[src/fma24_pkg.sv]
package fma24_pkg;

   typedef enum logic {
      OP_MUL = 1'b0,
      OP_ADD = 1'b1
   } op_type;

   localparam int MANT_W = 16;
   localparam int EXP_W  = 8;
   localparam int PROD_W = 32;

   typedef struct packed {
      op_type            operation;
      logic signed [15:0] a_mantissa;
      logic signed [7:0]  a_exponent;
      logic signed [15:0] b_mantissa;
      logic signed [7:0]  b_exponent;
   } req_type;

   typedef struct packed {
      logic signed [15:0] result_mantissa;
      logic signed [7:0]  result_exponent;
   } rsp_type;

endpackage

[src/fma24_if.sv]
interface fma24_req_if import fma24_pkg::*; ();
   logic    valid;
   logic    ready;
   req_type payload;
   modport source (output valid, output payload, input ready);
   modport sink (input valid, input payload, output ready);
endinterface

interface fma24_rsp_if import fma24_pkg::*; ();
   logic    valid;
   logic    ready;
   rsp_type payload;
   modport source (output valid, output payload, input ready);
   modport sink (input valid, input payload, output ready);
endinterface

[src/fma24_norm.sv]
module fma24_norm import fma24_pkg::*; (
   input  logic signed [31:0] mant,
   input  logic        [7:0]  expo,
   output rsp_type            result
);
   logic [31:0] mag;
   logic [4:0]  shift;
   logic [31:0] smag;
   logic [15:0] mant_out;

   always_comb begin
      mag   = mant[31] ? (~mant + 32'd1) : mant;
      shift = 5'd0;
      for (int i = 15; i < 32; i++) begin
         if (mag[i]) shift = 5'(i - 14);
      end
      smag     = mag >> shift;
      mant_out = mant[31] ? (~smag[15:0] + 16'd1) : smag[15:0];
      result.result_mantissa = mant_out;
      result.result_exponent = expo + {3'd0, shift};
   end
endmodule

[src/float24_mul_add_unit.sv]
// Channel | Dir | Payload
// req     | in  | operation, a_mantissa, a_exponent, b_mantissa, b_exponent
// rsp     | out | result_mantissa, result_exponent
//
// rsp.valid follows a req accept through the input register, then the result
// register, so the earliest rsp accept follows the load of the result register.
// One item per cycle sustained; both stages advance whenever the result stage is
// free or being taken. Synchronous active-high reset clears the valid bits only.
// Stalled rsp holds the full stages; req.ready drops only when both are full.
module float24_mul_add_unit import fma24_pkg::*; (
   input logic   clock,
   input logic   reset,
   fma24_req_if.sink   req,
   fma24_rsp_if.source rsp
);
   req_type in_ff;
   logic    in_vld_ff;
   rsp_type out_ff;
   logic    out_vld_ff;
   logic    adv_out, adv_in;

   logic signed [31:0] prod;
   logic signed [7:0]  emax;
   logic [7:0]  da, db;
   logic signed [16:0] sa, sb;
   logic signed [31:0] pre_mant;
   logic [7:0]  pre_exp;
   logic [15:0] maga, magb;
   rsp_type     norm_res;

   assign adv_out   = !out_vld_ff || rsp.ready;
   assign adv_in    = adv_out || !in_vld_ff;
   assign req.ready = adv_in;
   assign rsp.valid = out_vld_ff;
   assign rsp.payload = out_ff;

   // Multiply, or align to the larger exponent and add, truncating toward zero.
   always_comb begin
      prod = in_ff.a_mantissa * in_ff.b_mantissa;
      emax = (in_ff.a_exponent > in_ff.b_exponent) ? in_ff.a_exponent : in_ff.b_exponent;
      da   = 8'(emax - in_ff.a_exponent);
      db   = 8'(emax - in_ff.b_exponent);
      maga = in_ff.a_mantissa[15] ? 16'(-in_ff.a_mantissa) : in_ff.a_mantissa;
      magb = in_ff.b_mantissa[15] ? 16'(-in_ff.b_mantissa) : in_ff.b_mantissa;
      maga = (da >= 8'd16) ? 16'd0 : maga >> da[3:0];
      magb = (db >= 8'd16) ? 16'd0 : magb >> db[3:0];
      sa = in_ff.a_mantissa[15] ? -$signed({1'b0, maga}) : $signed({1'b0, maga});
      sb = in_ff.b_mantissa[15] ? -$signed({1'b0, magb}) : $signed({1'b0, magb});
      if (in_ff.operation == OP_MUL) begin
         pre_mant = prod;
         pre_exp  = 8'(in_ff.a_exponent + in_ff.b_exponent);
      end else begin
         pre_mant = 32'(sa + sb);
         pre_exp  = emax;
      end
   end

   fma24_norm u_norm (.mant(pre_mant), .expo(pre_exp), .result(norm_res));

   always_ff @(posedge clock) begin
      if (reset) begin
         in_vld_ff  <= 1'b0;
         out_vld_ff <= 1'b0;
      end else begin
         if (adv_in) in_vld_ff <= req.valid;
         if (adv_out) out_vld_ff <= in_vld_ff;
      end
      if (adv_in && req.valid) in_ff <= req.payload;
      if (adv_out && in_vld_ff) out_ff <= norm_res;
   end

   a_hold: assert property (@(posedge clock) disable iff (reset)
      out_vld_ff && !rsp.ready |=> out_vld_ff && $stable(out_ff))
      else $error("result dropped under stall");
   a_move: assert property (@(posedge clock) disable iff (reset)
      in_vld_ff && adv_out |=> out_vld_ff)
      else $error("item lost between stages");
   a_range: assert property (@(posedge clock) disable iff (reset)
      out_vld_ff |-> out_ff.result_mantissa != 16'sh8000)
      else $error("mantissa not normalised");
endmodule

[src/flat_wrapper.sv]
// flat-port wrapper written by rule: the top's interface ports become plain ports
module float24_mul_add_unit_flat import fma24_pkg::*;
  (clock, reset, req_valid, req_payload, req_ready, rsp_valid, rsp_payload, rsp_ready);
  fma24_req_if req_i ();
  fma24_rsp_if rsp_i ();
  input logic clock;
  input logic reset;
  input wire logic [$bits(req_i.valid)-1:0] req_valid;
  input wire logic [$bits(req_i.payload)-1:0] req_payload;
  output wire logic [$bits(req_i.ready)-1:0] req_ready;
  output wire logic [$bits(rsp_i.valid)-1:0] rsp_valid;
  output wire logic [$bits(rsp_i.payload)-1:0] rsp_payload;
  input wire logic [$bits(rsp_i.ready)-1:0] rsp_ready;
  assign req_i.valid = req_valid;
  assign req_i.payload = req_payload;
  assign req_ready = req_i.ready;
  assign rsp_valid = rsp_i.valid;
  assign rsp_payload = rsp_i.payload;
  assign rsp_i.ready = rsp_ready;
  float24_mul_add_unit u_core (.clock(clock), .reset(reset), .req(req_i), .rsp(rsp_i));
endmodule
[config.mk]
export PLATFORM = sky130hd
export DESIGN_NAME = float24_mul_add_unit_flat
export DESIGN_NICKNAME = d
export VERILOG_FILES = /design/src/fma24_pkg.sv /design/src/fma24_if.sv /design/src/fma24_norm.sv /design/src/float24_mul_add_unit.sv /design/src/flat_wrapper.sv
export SDC_FILE = /design/constraint.sdc
export NUM_CORES = 1
export LEC_CHECK = 0
export ABC_AREA = 1
export BUFFER_PORTS_ARGS = -buffer_cell sky130_fd_sc_hd__buf_2
export CORE_UTILIZATION = 36
export CTS_BUF_LIST = sky130_fd_sc_hd__clkbuf_8
export DETAILED_ROUTE_END_ITERATION = 10
export GPL_TIMING_DRIVEN = 1
export SKIP_CTS_REPAIR_TIMING = 1
export SYNTH_ARGS = -nofsm -noshare
export SYNTH_HDL_FRONTEND = slang
export SYNTH_SLANG_ARGS = --single-unit
[constraint.sdc]
create_clock -name clock -period 8.9 [get_ports clock]
set_clock_uncertainty 0.05 [all_clocks]
set_input_delay 0.445 -clock clock [delete_from_list [all_inputs] [get_ports clock]]
set_output_delay 0.445 -clock clock [all_outputs]
set_load 0.01 [all_outputs]
Yosys cells after proc, flatten, opt, wreduce, memory -nomap -nowiden
Index checks and enable logic that the tools add are counted.
{"block": "word_totals", "regBits": 75, "out_inout_bits": 26, "wordCells": 63}
{"block": "op_classes", "n_addsub": 11, "mul": 1, "order_cmp": 3, "n_shift": 3, "mux": 28, "bitwise": 2, "n_reduce_logical": 6}
{"operator": "16-bit two-way mux", "n": 5}
{"operator": "5-bit two-way mux", "n": 16}
{"operator": "32-bit two-way mux", "n": 2}
{"operator": "17-bit two-way mux", "n": 2}
{"operator": "16-bit negation with 17-bit output", "n": 2}
{"operator": "32-bit by 1-bit adder with 32-bit output, second input constant", "n": 1}
{"operator": "16-bit by 16-bit multiplier with 32-bit output", "n": 1}
{"operator": "16-bit negation", "n": 2}
{"operator": "32-bit inverter", "n": 1}
{"operator": "16-bit by 4-bit >> shifter with 16-bit output", "n": 2}
{"operator": "32-bit by 5-bit >> shifter with 16-bit output", "n": 1}
{"operator": "17-bit by 17-bit adder with 18-bit output", "n": 1}
{"operator": "16-bit by 1-bit adder with 16-bit output, second input constant", "n": 1}
{"operator": "8-bit by 5-bit greater-or-equal comparator with 1-bit output, second input constant", "n": 2}
{"operator": "8-bit two-way mux", "n": 2}
{"operator": "16-bit inverter", "n": 1}
{"operator": "8-bit subtractor", "n": 2}
{"operator": "8-bit by 5-bit adder with 8-bit output", "n": 1}
{"operator": "8-bit adder", "n": 1}
{"operator": "8-bit greater-than comparator", "n": 1}
{"operator": "1-bit logical AND", "n": 2}
{"operator": "1-bit logical NOT", "n": 2}
{"operator": "1-bit logical OR", "n": 2}
{"operator": "1-bit two-way mux", "n": 1}

Depth between registers and ports, before layout
{"block": "logic_depth", "depth_word": 33, "ltp_mapped": 85}

Modules after synthesis
Synthesis repeated with hierarchy kept, for this count alone.
{"block": "hier_totals", "cells_unflattened": 3095, "area_unflattened_um2": 21211.6}
{"mod": "float24_mul_add_unit", "instances": 1, "cells_each": 2467, "area_per_inst_um2": 18047.3, "seq_area_each_um2": 2232.1}
{"mod": "fma24_norm", "instances": 1, "cells_each": 628, "area_per_inst_um2": 3164.3, "seq_area_each_um2": 0.0}

Worst setup path after synthesis
OpenSTA, ideal clock, no wires.
{"block": "synth_path", "path_kind": "register -> register", "start": "register u_core.in_ff[31] (netlist bit)", "end": "register u_core.out_ff (netlist bit u_core.rsp.payload[7]) (data pin)", "setup_time_ns": 0.258, "arrival_time_ns": 8.959, "t_required_ns": 8.592, "setup_slack_ns": -0.367, "path_stages_with_launch": 62, "synth_period_minus_slack_ns": 9.267, "path_cell_list": "edfxtp_1 -> ha_1 -> nand2_1 -> nor3_1 -> nand2_1 -> a21o_1 -> nand3_1 -> clkbuf_1 -> nor2_1 -> a21oi_1 -> ha_1 -> inv_1 -> fa_1 -> a31oi_1 -> nor2_1 -> o21ai_0 -> nand2_1 -> xor2_1 -> (+26 left out) -> nor2_4 -> nand3_1 -> nand2_1 -> o21ai_2 -> xor2_2 -> nand2_1 -> nor3_2 -> a21oi_4 -> buf_4 -> ha_1 -> nand2_1 -> nor2_1 -> a211oi_1 -> o21bai_1 -> a21oi_1 -> nor2_1 -> nand2_1 -> xnor2_1"}
{"item": "start: declaration", "line": "float24_mul_add_unit.sv:16", "source": "req_type in_ff;"}
{"item": "start signal: assignment", "line": "float24_mul_add_unit.sv:68", "source": "if (adv_in && req.valid) in_ff <= req.payload;"}
{"item": "end signal: assignment", "line": "float24_mul_add_unit.sv:69", "source": "if (adv_out && in_vld_ff) out_ff <= norm_res;"}
{"item": "end: declaration", "line": "float24_mul_add_unit.sv:18", "source": "rsp_type out_ff;"}

==> flow_summary.toml <==
[outcome]
status = "complete, but fails checks"
violations = "negative setup slack"

[timing]
worst_hold_slack_ns = 0.1164
slew_violations = 0
max-slew-margin-rel = 0.4226
setup_viol_count_final = 21
setup_ws_ns = -0.4352
finalWorstPathRequiredPeriod_ns = 9.335
rsz0062_at_grt = "yes"
post-route-period-util = 1.049
max_freq_ghz = 0.1071
tightest_slew_ns = 0.8661
hold_viol = 0

[logic_synthesis]
yosysSeqAreaShare = 0.1059
ys_warn_count = 0
syn_area_um2 = 21080
synth_top_area_share = 0.2536
avgSynthCellArea_um2 = 6.914
synth_area_leaders = "fa_1 (25%), nand2_1 (15%), inv_1 (11%)"
synth_nets = 3507
yosysUniqueCellTypes = 61
synth_top_cell_by_area = "fa_1"
synth-seq-cells = 75
syn_inst = 3048

[route]
routedWlPerCell_um = 14.66
routed_via_density = 4.752
drcViolationCount = 0
drt_first_iter_violations = 1243
ant_nets = 0
drtPass1Iterations = 6
vias = 20570
wl_um = 63450

[clock_tree]
clk_pin_slew_ns = 0.10
cts.sinks = 75
cts_buffers = 9
cts_buffer_depth = 2
htree_levels = 3
worstSkewPairLatency_ns = 0.44
cts_tree = "built"
root_buffer = "clkbuf_8"

[grt]
grt_pass1_wl_um = 102900
grt_max_degree = 42
gr-total-overflow = 0
grt_pass1_vias = 20200
antenna_found_initial = 1
grt_use_total = 0.2155

[setup_path]
critPathLaunchType = "flop"
slowest_stage = "edfxtp_1"
r2r_setup_slack_ns = -0.44
cp.required_ns = 9.07
max_stage_delay_ns = 0.45
critPathKind = "reg2reg"
worstReg2RegEnd = "u_core.rsp.payload[16]$_DFFE_PP_"
timing.rr.start = "u_core.in_ff[28]$_DFFE_PP_"
path_max_fanout = 7
cpLargestDelayFamily = "simple AND/OR/NAND/NOR gates"
timing.critical_path.mode_cell = "nand2_1"
crit_path_end_kind = "flop"
reg2reg_depth = 68
worst-path-buf-inv = 12
cp_data_arrival_time_ns = 9.51
cp-startpoint = "u_core.in_ff[28]$_DFFE_PP_"

[worst_hold_path]
hold_depth = 1
whs_endpoint = "u_core.in_ff[0]$_DFFE_PP_"
min_from = "req_payload[0]"
min_path_type = "in2reg"

[cells_and_area]
fin_cells = 4329
n_fill_cell = 5752
drive_above_1_share = 0.2663
final_cell_mix = "nand2_1 (815), inv_1 (599), buf_4 (493)"
synthToLayoutAreaGrowth_pct = 31.64
final_common_cell = "nand2_1"
final_nets = 4017

[die]
die_w_um = 244.0
initial_utilization = 0.3646
die_y_um = 244.0
ios = 79
rows = 88
core_region_area_um2 = 57810
die_area_um2 = 59510

[place]
hpwl_um = 53120
gp_congestion = 0.9472
port_buffers = 78
pre_cts_slack_ns = -0.9802
dp_cells = 4256

[job]
cap_viol_max_count = 0
[metal layers]
metal / vias to the layer above / routed length, um / track usage
met5: - / 0 / 0
met4: 0 / 1248 / 0.05000
met3: 67 / 1985 / 0.02272
met2: 371 / 31090 / 0.3716
met1: 9806 / 29130 / 0.2887
li1: 10330 / - / -
[flip-flops by register name, summed over array words and instances (netlist names)]
| register | count |
|---|---|
| u_core.rsp.payload | 24 |
| u_core.in_vld_ff | 1 |
| u_core.in_ff | 49 |
| u_core.rsp.valid | 1 |
[synth_stat cells, drive strengths merged]
| library cell | instances |
|---|---|
| nand2 | 877 |
| inv | 637 |
| nand3 | 281 |
| fa | 267 |
| nor2 | 181 |
| ha | 139 |
| o21ai | 122 |
| xor2 | 86 |
| a21oi | 85 |
| edfxtp | 73 |
| clkbuf | 71 |
| buf | 49 |
| xnor2 | 32 |
| nor3 | 27 |
| nand4 | 23 |
| or2 | 17 |
| and2 | 9 |
| a31oi | 7 |
| clkinv | 7 |
| mux2i | 7 |
| nor4 | 7 |
| a21o | 6 |
| o31ai | 6 |
| nand3b | 5 |
| o21bai | 5 |
| o211ai | 4 |
| o21a | 3 |
| a211oi | 2 |
| a21boi | 2 |
| dfxtp | 2 |
| o22ai | 2 |
| a221o | 1 |
| a22o | 1 |
| a31o | 1 |
| a41oi | 1 |
| o2111ai | 1 |
| or3b | 1 |
| or4 | 1 |
[kinds of logic (layout without fill, tap and decap cells)]
kind of cell	Yosys count	in the layout	share of synthesized area
multiplexers	7	7	0.003325
adder cells (fa/ha/maj)	406	406	0.3361
AND/OR/NAND/NOR	1429	1429	0.2938
XOR/XNOR	118	118	0.05171
other	0	1	0
flip-flops	75	75	0.1059
AO/OA/AOI/OAI	249	249	0.06768
buffers and inverters	764	1279	0.1414
[cell type report]
cell class              instances  area (um2)  share of cell area
repair buffers                619        4954              0.1786
multi-input cells            2209       16910              0.6094
clock inverters                 5       101.3            0.003653
flip-flops and latches         75        2232             0.08046
well taps                     765       957.2             0.03450
diodes                          1       2.502          0.00009020
clock buffers                  11       151.4            0.005457
inverters                     644        2437             0.08785
[worst max-delay path by stage]
stage,to,slack (ns),cells after the start
final,u_core.rsp.payload[16]$_DFFE_PP_,-0.44,68
after global routing,u_core.rsp.payload[20]$_DFFE_PP_,-1.09,80
after CTS,u_core.rsp.payload[22]$_DFFE_PP_,-1.03,65
after detailed placement,u_core.rsp.payload[22]$_DFFE_PP_,-0.98,68
after global placement,u_core.rsp.payload[22]$_DFFE_PP_,-0.89,62
after floorplan,u_core.rsp.payload[22]$_DFFE_PP_,0.02,69
[stage by stage]
step                      utilization  instance area [um2]  setup TNS [ns]
after floorplan                     -                21130               0
after global placement         0.4481                25900          -16.78
after detailed placement       0.4481                25900          -19.25
after CTS                      0.4524                26150          -20.65
after global routing           0.4799                27740          -20.20
final                          0.4799                27740          -6.011
Power is left out: the tool's default activity adds up to more than one toggle a clock period on the data nets, which glitch-free logic cannot reach.
